`src/hw/rtl/ima_pkg.sv`:
```
// Shared types, constants and tables of the IMA ADPCM codec.
// Used by ima_front, ima_back and the top level; depends on nothing.
`default_nettype none

package ima_pkg;

    localparam int STEP_TABLE_DEPTH = 89;
    localparam int INDEX_W          = $clog2(STEP_TABLE_DEPTH);
    localparam int STEP_W           = 15;
    localparam int SAMPLE_W         = 16;
    localparam int QUEUE_DEPTH      = 2;
    localparam int QPTR_W           = $clog2(QUEUE_DEPTH);
    localparam int QCNT_W           = $clog2(QUEUE_DEPTH + 1);

    localparam logic [INDEX_W-1:0]         INDEX_MAX  = INDEX_W'(STEP_TABLE_DEPTH - 1);
    localparam logic signed [SAMPLE_W-1:0] SAMPLE_MIN = -16'sd32768;
    localparam logic signed [SAMPLE_W-1:0] SAMPLE_MAX = 16'sd32767;

    localparam logic MODE_ENCODE = 1'b0;
    localparam logic MODE_DECODE = 1'b1;

    localparam logic [STEP_W-1:0] STEP_TABLE [STEP_TABLE_DEPTH] = '{
        15'd7, 15'd8, 15'd9, 15'd10, 15'd11, 15'd12, 15'd13, 15'd14,
        15'd16, 15'd17, 15'd19, 15'd21, 15'd23, 15'd25, 15'd28, 15'd31,
        15'd34, 15'd37, 15'd41, 15'd45, 15'd50, 15'd55, 15'd60, 15'd66,
        15'd73, 15'd80, 15'd88, 15'd97, 15'd107, 15'd118, 15'd130, 15'd143,
        15'd157, 15'd173, 15'd190, 15'd209, 15'd230, 15'd253, 15'd279, 15'd307,
        15'd337, 15'd371, 15'd408, 15'd449, 15'd494, 15'd544, 15'd598, 15'd658,
        15'd724, 15'd796, 15'd876, 15'd963, 15'd1060, 15'd1166, 15'd1282,
        15'd1411, 15'd1552, 15'd1707, 15'd1878, 15'd2066, 15'd2272, 15'd2499,
        15'd2749, 15'd3024, 15'd3327, 15'd3660, 15'd4026, 15'd4428, 15'd4871,
        15'd5358, 15'd5894, 15'd6484, 15'd7132, 15'd7845, 15'd8630, 15'd9493,
        15'd10442, 15'd11487, 15'd12635, 15'd13899, 15'd15289, 15'd16818,
        15'd18500, 15'd20350, 15'd22385, 15'd24623, 15'd27086, 15'd29794,
        15'd32767
    };

    localparam logic signed [4:0] INDEX_MOVES [8] = '{
        -5'sd1, -5'sd1, -5'sd1, -5'sd1, 5'sd2, 5'sd4, 5'sd6, 5'sd8
    };

    // One queued item, tagged with the mode that was current when it arrived.
    typedef struct packed {
        logic                       mode;
        logic                       final_item;
        logic signed [SAMPLE_W-1:0] data;
    } item_t;

    // Head of the queue as seen by the back end.
    typedef struct packed {
        logic  valid;
        item_t item;
    } q_head_t;

    typedef enum logic [2:0] {
        BK_IDLE,
        BK_QUANT,
        BK_ENC_APPLY,
        BK_DEC_LO,
        BK_DEC_HI
    } back_state_t;

    function automatic logic [STEP_W-1:0] step_lookup(input logic [INDEX_W-1:0] idx);
        return STEP_TABLE[idx];
    endfunction

    function automatic logic signed [4:0] index_move(input logic [2:0] mag);
        return INDEX_MOVES[mag];
    endfunction

endpackage

`default_nettype wire

```
`src/hw/rtl/ima_front.sv`:
```
// Front end of the IMA ADPCM codec: mode register, input handshake and
// a two-entry item queue toward the back end. Depends on ima_pkg.
`default_nettype none

module ima_front (
    input  wire logic                                aclk,
    input  wire logic                                aresetn,
    input  wire logic                                cfg_valid,
    output logic                                     cfg_ready,
    input  wire logic                                cfg_codec_mode,
    input  wire logic                                s_valid,
    output logic                                     s_ready,
    input  wire logic signed [ima_pkg::SAMPLE_W-1:0] s_data_in,
    input  wire logic                                s_final_item,
    output ima_pkg::q_head_t                         head,
    input  wire logic                                head_pop
);
    import ima_pkg::*;

    logic              mode_reg;
    item_t             q_mem_reg [QUEUE_DEPTH];
    logic [QPTR_W-1:0] wr_ptr_reg, wr_ptr_next;
    logic [QPTR_W-1:0] rd_ptr_reg, rd_ptr_next;
    logic [QCNT_W-1:0] count_reg, count_next;
    logic              push;
    logic              pop;

    assign cfg_ready = 1'b1;
    assign s_ready   = (count_reg != QCNT_W'(QUEUE_DEPTH));
    assign push      = s_valid && s_ready;
    assign pop       = head_pop && (count_reg != '0);

    assign head = '{valid: (count_reg != '0), item: q_mem_reg[rd_ptr_reg]};

    always_comb begin
        wr_ptr_next = wr_ptr_reg;
        rd_ptr_next = rd_ptr_reg;
        if (push) begin
            wr_ptr_next = (wr_ptr_reg == QPTR_W'(QUEUE_DEPTH - 1)) ? '0 : wr_ptr_reg + 1'b1;
        end
        if (pop) begin
            rd_ptr_next = (rd_ptr_reg == QPTR_W'(QUEUE_DEPTH - 1)) ? '0 : rd_ptr_reg + 1'b1;
        end
        case ({push, pop})
            2'b10:   count_next = count_reg + 1'b1;
            2'b01:   count_next = count_reg - 1'b1;
            default: count_next = count_reg;
        endcase
    end

    always_ff @(posedge aclk) begin
        if (!aresetn) begin
            mode_reg   <= MODE_ENCODE;
            wr_ptr_reg <= '0;
            rd_ptr_reg <= '0;
            count_reg  <= '0;
        end else begin
            if (cfg_valid && cfg_ready) begin
                mode_reg <= cfg_codec_mode;
            end
            wr_ptr_reg <= wr_ptr_next;
            rd_ptr_reg <= rd_ptr_next;
            count_reg  <= count_next;
        end
    end

    // Each item is tagged with the mode at acceptance.
    always_ff @(posedge aclk) begin
        if (push) begin
            q_mem_reg[wr_ptr_reg] <= '{mode: mode_reg, final_item: s_final_item,
                                       data: s_data_in};
        end
    end

endmodule

`default_nettype wire

```
`src/hw/rtl/ima_back.sv`:
```
// Back end of the IMA ADPCM codec: quantizer, nibble update unit, nibble
// packing and the output register. Depends on ima_pkg.
`default_nettype none

module ima_back (
    input  wire logic                                aclk,
    input  wire logic                                aresetn,
    input  wire ima_pkg::q_head_t                    head,
    output logic                                     head_pop,
    output logic                                     m_valid,
    input  wire logic                                m_ready,
    output logic signed [ima_pkg::SAMPLE_W-1:0]      m_data_out,
    output logic                                     m_run_end
);
    import ima_pkg::*;

    back_state_t                state_reg, state_next;
    item_t                      item_reg;
    logic [3:0]                 code_reg;
    logic signed [SAMPLE_W-1:0] pred_reg;
    logic [INDEX_W-1:0]         index_reg;
    logic [3:0]                 held_reg;
    logic                       pending_reg;
    logic                       m_valid_reg;
    logic signed [SAMPLE_W-1:0] m_data_out_reg;
    logic                       m_run_end_reg;

    logic                       out_free;
    logic                       enc_emit;
    logic                       step_fire;
    logic                       step_last;
    logic                       emit;
    logic signed [SAMPLE_W-1:0] emit_data;
    logic                       emit_run_end;

    // Quantizer signals.
    logic signed [SAMPLE_W:0]   diff;
    logic [SAMPLE_W-1:0]        mag0, mag1, mag2;
    logic [SAMPLE_W-1:0]        qstep;
    logic [3:0]                 quant_code;

    // Update unit signals.
    logic [3:0]                 apply_code;
    logic [STEP_W-1:0]          step_cur;
    logic [STEP_W+1:0]          vpdiff;
    logic signed [SAMPLE_W+1:0] pred_sum;
    logic signed [SAMPLE_W-1:0] pred_new;
    logic signed [INDEX_W+1:0]  index_sum;
    logic signed [4:0]          move;
    logic [INDEX_W-1:0]         index_new;

    assign out_free   = !m_valid_reg || m_ready;
    assign enc_emit   = pending_reg || item_reg.final_item;
    assign m_valid    = m_valid_reg;
    assign m_data_out = m_data_out_reg;
    assign m_run_end  = m_run_end_reg;

    // Quantize the sample against the predictor, one sign and three magnitude bits.
    always_comb begin
        diff          = {item_reg.data[SAMPLE_W-1], item_reg.data}
                      - {pred_reg[SAMPLE_W-1], pred_reg};
        mag0          = diff[SAMPLE_W] ? SAMPLE_W'(-diff) : diff[SAMPLE_W-1:0];
        qstep         = {1'b0, step_cur};
        quant_code[3] = diff[SAMPLE_W];
        quant_code[2] = (mag0 >= qstep);
        mag1          = quant_code[2] ? mag0 - qstep : mag0;
        quant_code[1] = (mag1 >= (qstep >> 1));
        mag2          = quant_code[1] ? mag1 - (qstep >> 1) : mag1;
        quant_code[0] = (mag2 >= (qstep >> 2));
    end

    // Nibble update shared by encode and decode.
    always_comb begin
        case (state_reg)
            BK_DEC_LO: apply_code = item_reg.data[3:0];
            BK_DEC_HI: apply_code = item_reg.data[7:4];
            default:   apply_code = code_reg;
        endcase
        step_cur = step_lookup(index_reg);
        vpdiff   = {2'b00, step_cur >> 3}
                 + (apply_code[2] ? {2'b00, step_cur} : '0)
                 + (apply_code[1] ? {2'b00, step_cur >> 1} : '0)
                 + (apply_code[0] ? {2'b00, step_cur >> 2} : '0);
        if (apply_code[3]) begin
            pred_sum = {{2{pred_reg[SAMPLE_W-1]}}, pred_reg} - $signed({1'b0, vpdiff});
        end else begin
            pred_sum = {{2{pred_reg[SAMPLE_W-1]}}, pred_reg} + $signed({1'b0, vpdiff});
        end
        if (pred_sum < $signed({{2{SAMPLE_MIN[SAMPLE_W-1]}}, SAMPLE_MIN})) begin
            pred_new = SAMPLE_MIN;
        end else if (pred_sum > $signed({2'b00, SAMPLE_MAX})) begin
            pred_new = SAMPLE_MAX;
        end else begin
            pred_new = pred_sum[SAMPLE_W-1:0];
        end
        move      = index_move(apply_code[2:0]);
        index_sum = $signed({2'b00, index_reg}) + {{(INDEX_W-3){move[4]}}, move};
        if (index_sum < 0) begin
            index_new = '0;
        end else if (index_sum > $signed({2'b00, INDEX_MAX})) begin
            index_new = INDEX_MAX;
        end else begin
            index_new = index_sum[INDEX_W-1:0];
        end
    end

    // Step control: which steps may complete and what they emit.
    always_comb begin
        step_fire    = 1'b0;
        step_last    = 1'b0;
        emit         = 1'b0;
        emit_data    = pred_new;
        emit_run_end = 1'b1;
        case (state_reg)
            BK_IDLE: begin
                step_last = 1'b1;
            end
            BK_QUANT: begin
                step_fire = 1'b1;
            end
            BK_ENC_APPLY: begin
                step_fire = !enc_emit || out_free;
                step_last = step_fire;
                emit      = enc_emit && out_free;
                // A lone flushed nibble sits in the low half with a zero upper half.
                emit_data = pending_reg ? {8'h00, code_reg, held_reg} : {12'h000, code_reg};
            end
            BK_DEC_LO: begin
                step_fire    = out_free;
                emit         = out_free;
                emit_run_end = 1'b0;
            end
            BK_DEC_HI: begin
                step_fire = out_free;
                step_last = out_free;
                emit      = out_free;
            end
            default: begin
                step_last = 1'b1;
            end
        endcase
        head_pop = step_last && head.valid;
    end

    always_comb begin
        case (state_reg)
            BK_QUANT:  state_next = BK_ENC_APPLY;
            BK_DEC_LO: state_next = step_fire ? BK_DEC_HI : BK_DEC_LO;
            default:   state_next = state_reg;
        endcase
        if (step_last) begin
            if (head.valid) begin
                state_next = (head.item.mode == MODE_DECODE) ? BK_DEC_LO : BK_QUANT;
            end else begin
                state_next = BK_IDLE;
            end
        end
    end

    always_ff @(posedge aclk) begin
        if (!aresetn) begin
            state_reg   <= BK_IDLE;
            pred_reg    <= '0;
            index_reg   <= '0;
            held_reg    <= '0;
            pending_reg <= 1'b0;
            m_valid_reg <= 1'b0;
        end else begin
            state_reg <= state_next;
            if (step_fire && (state_reg != BK_QUANT)) begin
                pred_reg  <= pred_new;
                index_reg <= index_new;
            end
            if (step_fire && (state_reg == BK_ENC_APPLY)) begin
                if (enc_emit) begin
                    held_reg    <= 4'h0;
                    pending_reg <= 1'b0;
                end else begin
                    held_reg    <= code_reg;
                    pending_reg <= 1'b1;
                end
            end
            if (emit) begin
                m_valid_reg <= 1'b1;
            end else if (m_ready) begin
                m_valid_reg <= 1'b0;
            end
        end
    end

    always_ff @(posedge aclk) begin
        if (head_pop) begin
            item_reg <= head.item;
        end
        if (state_reg == BK_QUANT) begin
            code_reg <= quant_code;
        end
        if (emit) begin
            m_data_out_reg <= emit_data;
            m_run_end_reg  <= emit_run_end;
        end
    end

endmodule

`default_nettype wire

```
`src/hw/rtl/ima_adpcm_codec.sv`:
```
// Top level of the IMA ADPCM 4-bit codec: front end and back end joined by
// the item queue. Depends on ima_pkg, ima_front and ima_back.
//
//   Channel   Direction  Handshake            Payload
//   cfg       in         cfg_valid/cfg_ready  cfg_codec_mode
//   s         in         s_valid/s_ready      s_data_in, s_final_item
//   m         out        m_valid/m_ready      m_data_out, m_run_end
//
// Every item occupies the back end for two steps in either mode: encode quantizes
// and then updates the predictor, decode runs the shared nibble update unit once
// per nibble. The next item is popped only as the current one's last step completes.
// Reset is synchronous and active low; it clears the mode, predictor, step
// index, pending half byte, queue and output valid flag. There is no clearing pass.
// A full output register holds the back end; the two-entry queue keeps the
// input side accepting items until it fills.
`default_nettype none

module ima_adpcm_codec (
    input  wire logic                                aclk,
    input  wire logic                                aresetn,
    input  wire logic                                cfg_valid,
    output logic                                     cfg_ready,
    input  wire logic                                cfg_codec_mode,
    input  wire logic                                s_valid,
    output logic                                     s_ready,
    input  wire logic signed [ima_pkg::SAMPLE_W-1:0] s_data_in,
    input  wire logic                                s_final_item,
    output logic                                     m_valid,
    input  wire logic                                m_ready,
    output logic signed [ima_pkg::SAMPLE_W-1:0]      m_data_out,
    output logic                                     m_run_end
);
    import ima_pkg::*;

    // The queue head carries each item with the mode it was accepted under,
    // so a later mode write never changes an item already in flight.
    q_head_t head;
    logic    head_pop;

    ima_front u_front (
        .aclk           (aclk),
        .aresetn        (aresetn),
        .cfg_valid      (cfg_valid),
        .cfg_ready      (cfg_ready),
        .cfg_codec_mode (cfg_codec_mode),
        .s_valid        (s_valid),
        .s_ready        (s_ready),
        .s_data_in      (s_data_in),
        .s_final_item   (s_final_item),
        .head           (head),
        .head_pop       (head_pop)
    );

    // The back end keeps predictor, step index and the half byte waiting for
    // its partner; all persist across mode changes, the first two also across blocks.
    ima_back u_back (
        .aclk       (aclk),
        .aresetn    (aresetn),
        .head       (head),
        .head_pop   (head_pop),
        .m_valid    (m_valid),
        .m_ready    (m_ready),
        .m_data_out (m_data_out),
        .m_run_end  (m_run_end)
    );

endmodule

`default_nettype wire

```
`config.mk`:
```
export PLATFORM = sky130hd
export DESIGN_NAME = ima_adpcm_codec
export DESIGN_NICKNAME = d
export VERILOG_FILES = /design/src/hw/rtl/ima_pkg.sv /design/src/hw/rtl/ima_front.sv /design/src/hw/rtl/ima_back.sv /design/src/hw/rtl/ima_adpcm_codec.sv
export SDC_FILE = /design/constraint.sdc
export NUM_CORES = 1
export LEC_CHECK = 0
export ABC_AREA = 1
export BUFFER_PORTS_ARGS = -buffer_cell sky130_fd_sc_hd__buf_2
export CELL_PAD_IN_SITES_DETAIL_PLACEMENT = 1
export CELL_PAD_IN_SITES_GLOBAL_PLACEMENT = 1
export CORE_UTILIZATION = 51
export DETAILED_ROUTE_END_ITERATION = 6
export PLACE_DENSITY = 0.86
export REMOVE_ABC_BUFFERS = 1
export SLEW_MARGIN = 0
export SYNTH_ARGS = -nofsm -noshare
export SYNTH_HDL_FRONTEND = slang
export SYNTH_HIERARCHICAL = 1
export SYNTH_SLANG_ARGS = --single-unit
```
`constraint.sdc`:
```
create_clock -name aclk -period 24.5 [get_ports aclk]
set_clock_uncertainty 0.1 [all_clocks]
set_input_delay 1.225 -clock aclk [delete_from_list [all_inputs] [get_ports aclk]]
set_output_delay 1.225 -clock aclk [all_outputs]
set_load 0.005 [all_outputs]
```
==> flow_summary.yaml <==
global_routing:
  track_usage_pct: 33.4
  grt_antenna_before_repair: 1
  grt_pass1_wl_um: 68600
  grt_util_met3_pct: 4.52
  grt_pass1_vias: 13100
  grt_remaining_overflow: 0
  grt_use_met2_pct: 59.0
  global_route.peak_usage_layer: "met2"
  use_met1_pct: 42.2
  grt_max_degree: 37
worst_hold_path:
  hold_class: "reg2reg"
sta:
  setup_tns_ps: 0
  fin_crit_sh_pct: 41.0
  setup_viol: 0
  relSlewSlack_pct: 32.6
  period_needed_ps: 10050
  hold_viol: 0
  worstMarginPinSlew_ps: 995
  drv_slew: 0
  rsz0062_at_grt: "false"
  fin_hold_ws_ps: 368
  fmax_mhz: 99.5
clocking:
  post_cts_buffers: 0
  cts.htree.levels: 3
  cts_resized: 0
  hold_buffers: 0
  insertion_delay_ps: 370
  numCtsBuffers: 9
  tritoncts: "yes"
  clock_path_buffers: 2
  numClockSinks: 112
  path_clk_slew_ps: 90
  root_buffer: "clkbuf_16"
yosys:
  syn_area_mm2: 0.0129
  ys_types: 67
  synth_edf_count: 74
  syn_inst: 1829
  avgSynthCellArea_um2: 7.04
  async_flop_share_pct: 0
  synthFlopType: "edfxtp_1"
  yosysWarningCount: 6
  synth-seq-cells: 112
  seq_area_frac_synth_pct: 23.2
cells_and_area:
  final_layout_size_suffix_gt1_share_pct: 9.17
  final_common_cell: "nand2_1"
  diodes: 0
  largest_reg_flops: 36
  area_delta_synth_final_pct: 5.89
  nNetsFinal: 2025
  mostFrequentLayoutCells: "437 x nand2_1, 254 x inv_1, 147 x nor2_1, 133 x ha_1, 131 x a21oi_1"
floorplanning:
  start_util_pct: 52.5
  die_area_mm2: 0.0259
  coreArea_mm2: 0.0245
  die-width_um: 161
  die_h_um: 161
  rows: 57
  io_pins: 43
worst_setup_path:
  crit_fanout: 25
  end_kind: "register"
  worst_path_max_delay_cell: "dfxtp_1"
  arrival_ps: 10060
  required_ps: 24510
  cp-start-kind: "register"
  slowest_delay_ps: 910
  critPathKind: "reg2reg"
  reg2reg_slack_ps: 14450
  crit_top_cell: "nand2_1"
detailed_routing:
  drt_iter0_markers: 925
  wirelength_um: 42700
  vias: 12700
  drc: 0
  route.detailed.wl_per_inst_um: 19.6
  firstDrtPassIters: 5
  ant_nets: 0
  via_per_inst: 5.84
placed_design:
  port_buffers: 41
  hpwl_um: 33300
  place_congestion: 1.02
outcome:
  status: "completed"
flow_run:
  drv_cap: 0
-- layout make-up --
type	instances	area (µm²)
clock inverters	7	91.3
well taps	324	405
repair buffers	51	280
multi-input cells	1408	8650
fillers	3310	10900
inverters	267	1000
clock buffers	9	225
flip-flops and latches	112	2980
-- logic make-up after synthesis --
| kind of cell | count (synthesis) | synth area share (%) |
|---|---|---|
| AND/OR/NAND/NOR | 813 | 28.0 |
| AO/OA/AOI/OAI | 333 | 15.0 |
| buffers and inverters | 309 | 9.67 |
| adder cells (fa/ha/maj) | 153 | 16.0 |
| flip-flops | 112 | 23.2 |
| XOR/XNOR | 88 | 6.10 |
| multiplexers | 20 | 2.02 |
| other | 1 | 0.0291 |
-- worst max-delay path, delay by kind of cell, from the launching register on --
kind            cells  cell delay (ps)
compound gates     15             3190
fa+ha+maj           3             1030
buf+inv             4             1360
flops               1              910
simple gates       25             3130
-- synth_stat cells, types with 22 or more instances --
master	instances	area share [%]
a21oi_1	131	5.1
clkbuf_1	22	0.64
dfxtp_1	38	5.9
edfxtp_1	74	17
ha_1	133	13
inv_1	254	7.4
nand2_1	437	13
nand2_2	23	1.1
nand3_1	120	4.7
nor2_1	147	4.3
o21ai_0	98	3.8
xnor2_1	32	2.2
xor2_1	54	3.7
-- final timing paths --
| kind | start | to | cells past startpoint |
|---|---|---|---|
| hold reg to reg | u_back/held_reg[2] | u_back/held_reg[2] | 2 |
| setup reg to reg | u_back/index_reg[6] | u_back/code_reg[0] | 47 |
| hold / removal | u_back/held_reg[2] | u_back/held_reg[2] | 2 |
| setup / recovery | u_back/index_reg[6] | u_back/code_reg[0] | 47 |
-- through the flow --
| stage | util (%) | cell area, µm² | instances | setup WS [ps] |
|---|---|---|---|---|
| after detailed placement | 54.3 | 13300 | 2162 | 14220 |
| final | 55.6 | 13600 | 2178 | 14450 |
| after floorplan | - | 12600 | 1787 | 16460 |
| after global routing | 55.6 | 13600 | 2178 | 13710 |
| after CTS | 55.6 | 13600 | 2178 | 14190 |
| after global placement | 54.3 | 13300 | 2162 | 14570 |
-- layer usage --
metal | vias up | routed length, µm | share of wire [%]
met5 | - | 0 | 0
met4 | 0 | 1010 | 2.4
met3 | 92 | 2090 | 4.9
met2 | 350 | 20900 | 49
met1 | 6157 | 18600 | 44
li1 | 6112 | - | -
Power is left out: the tool's default activity adds up to more than one toggle a clock period on the data nets, which glitch-free logic cannot reach.
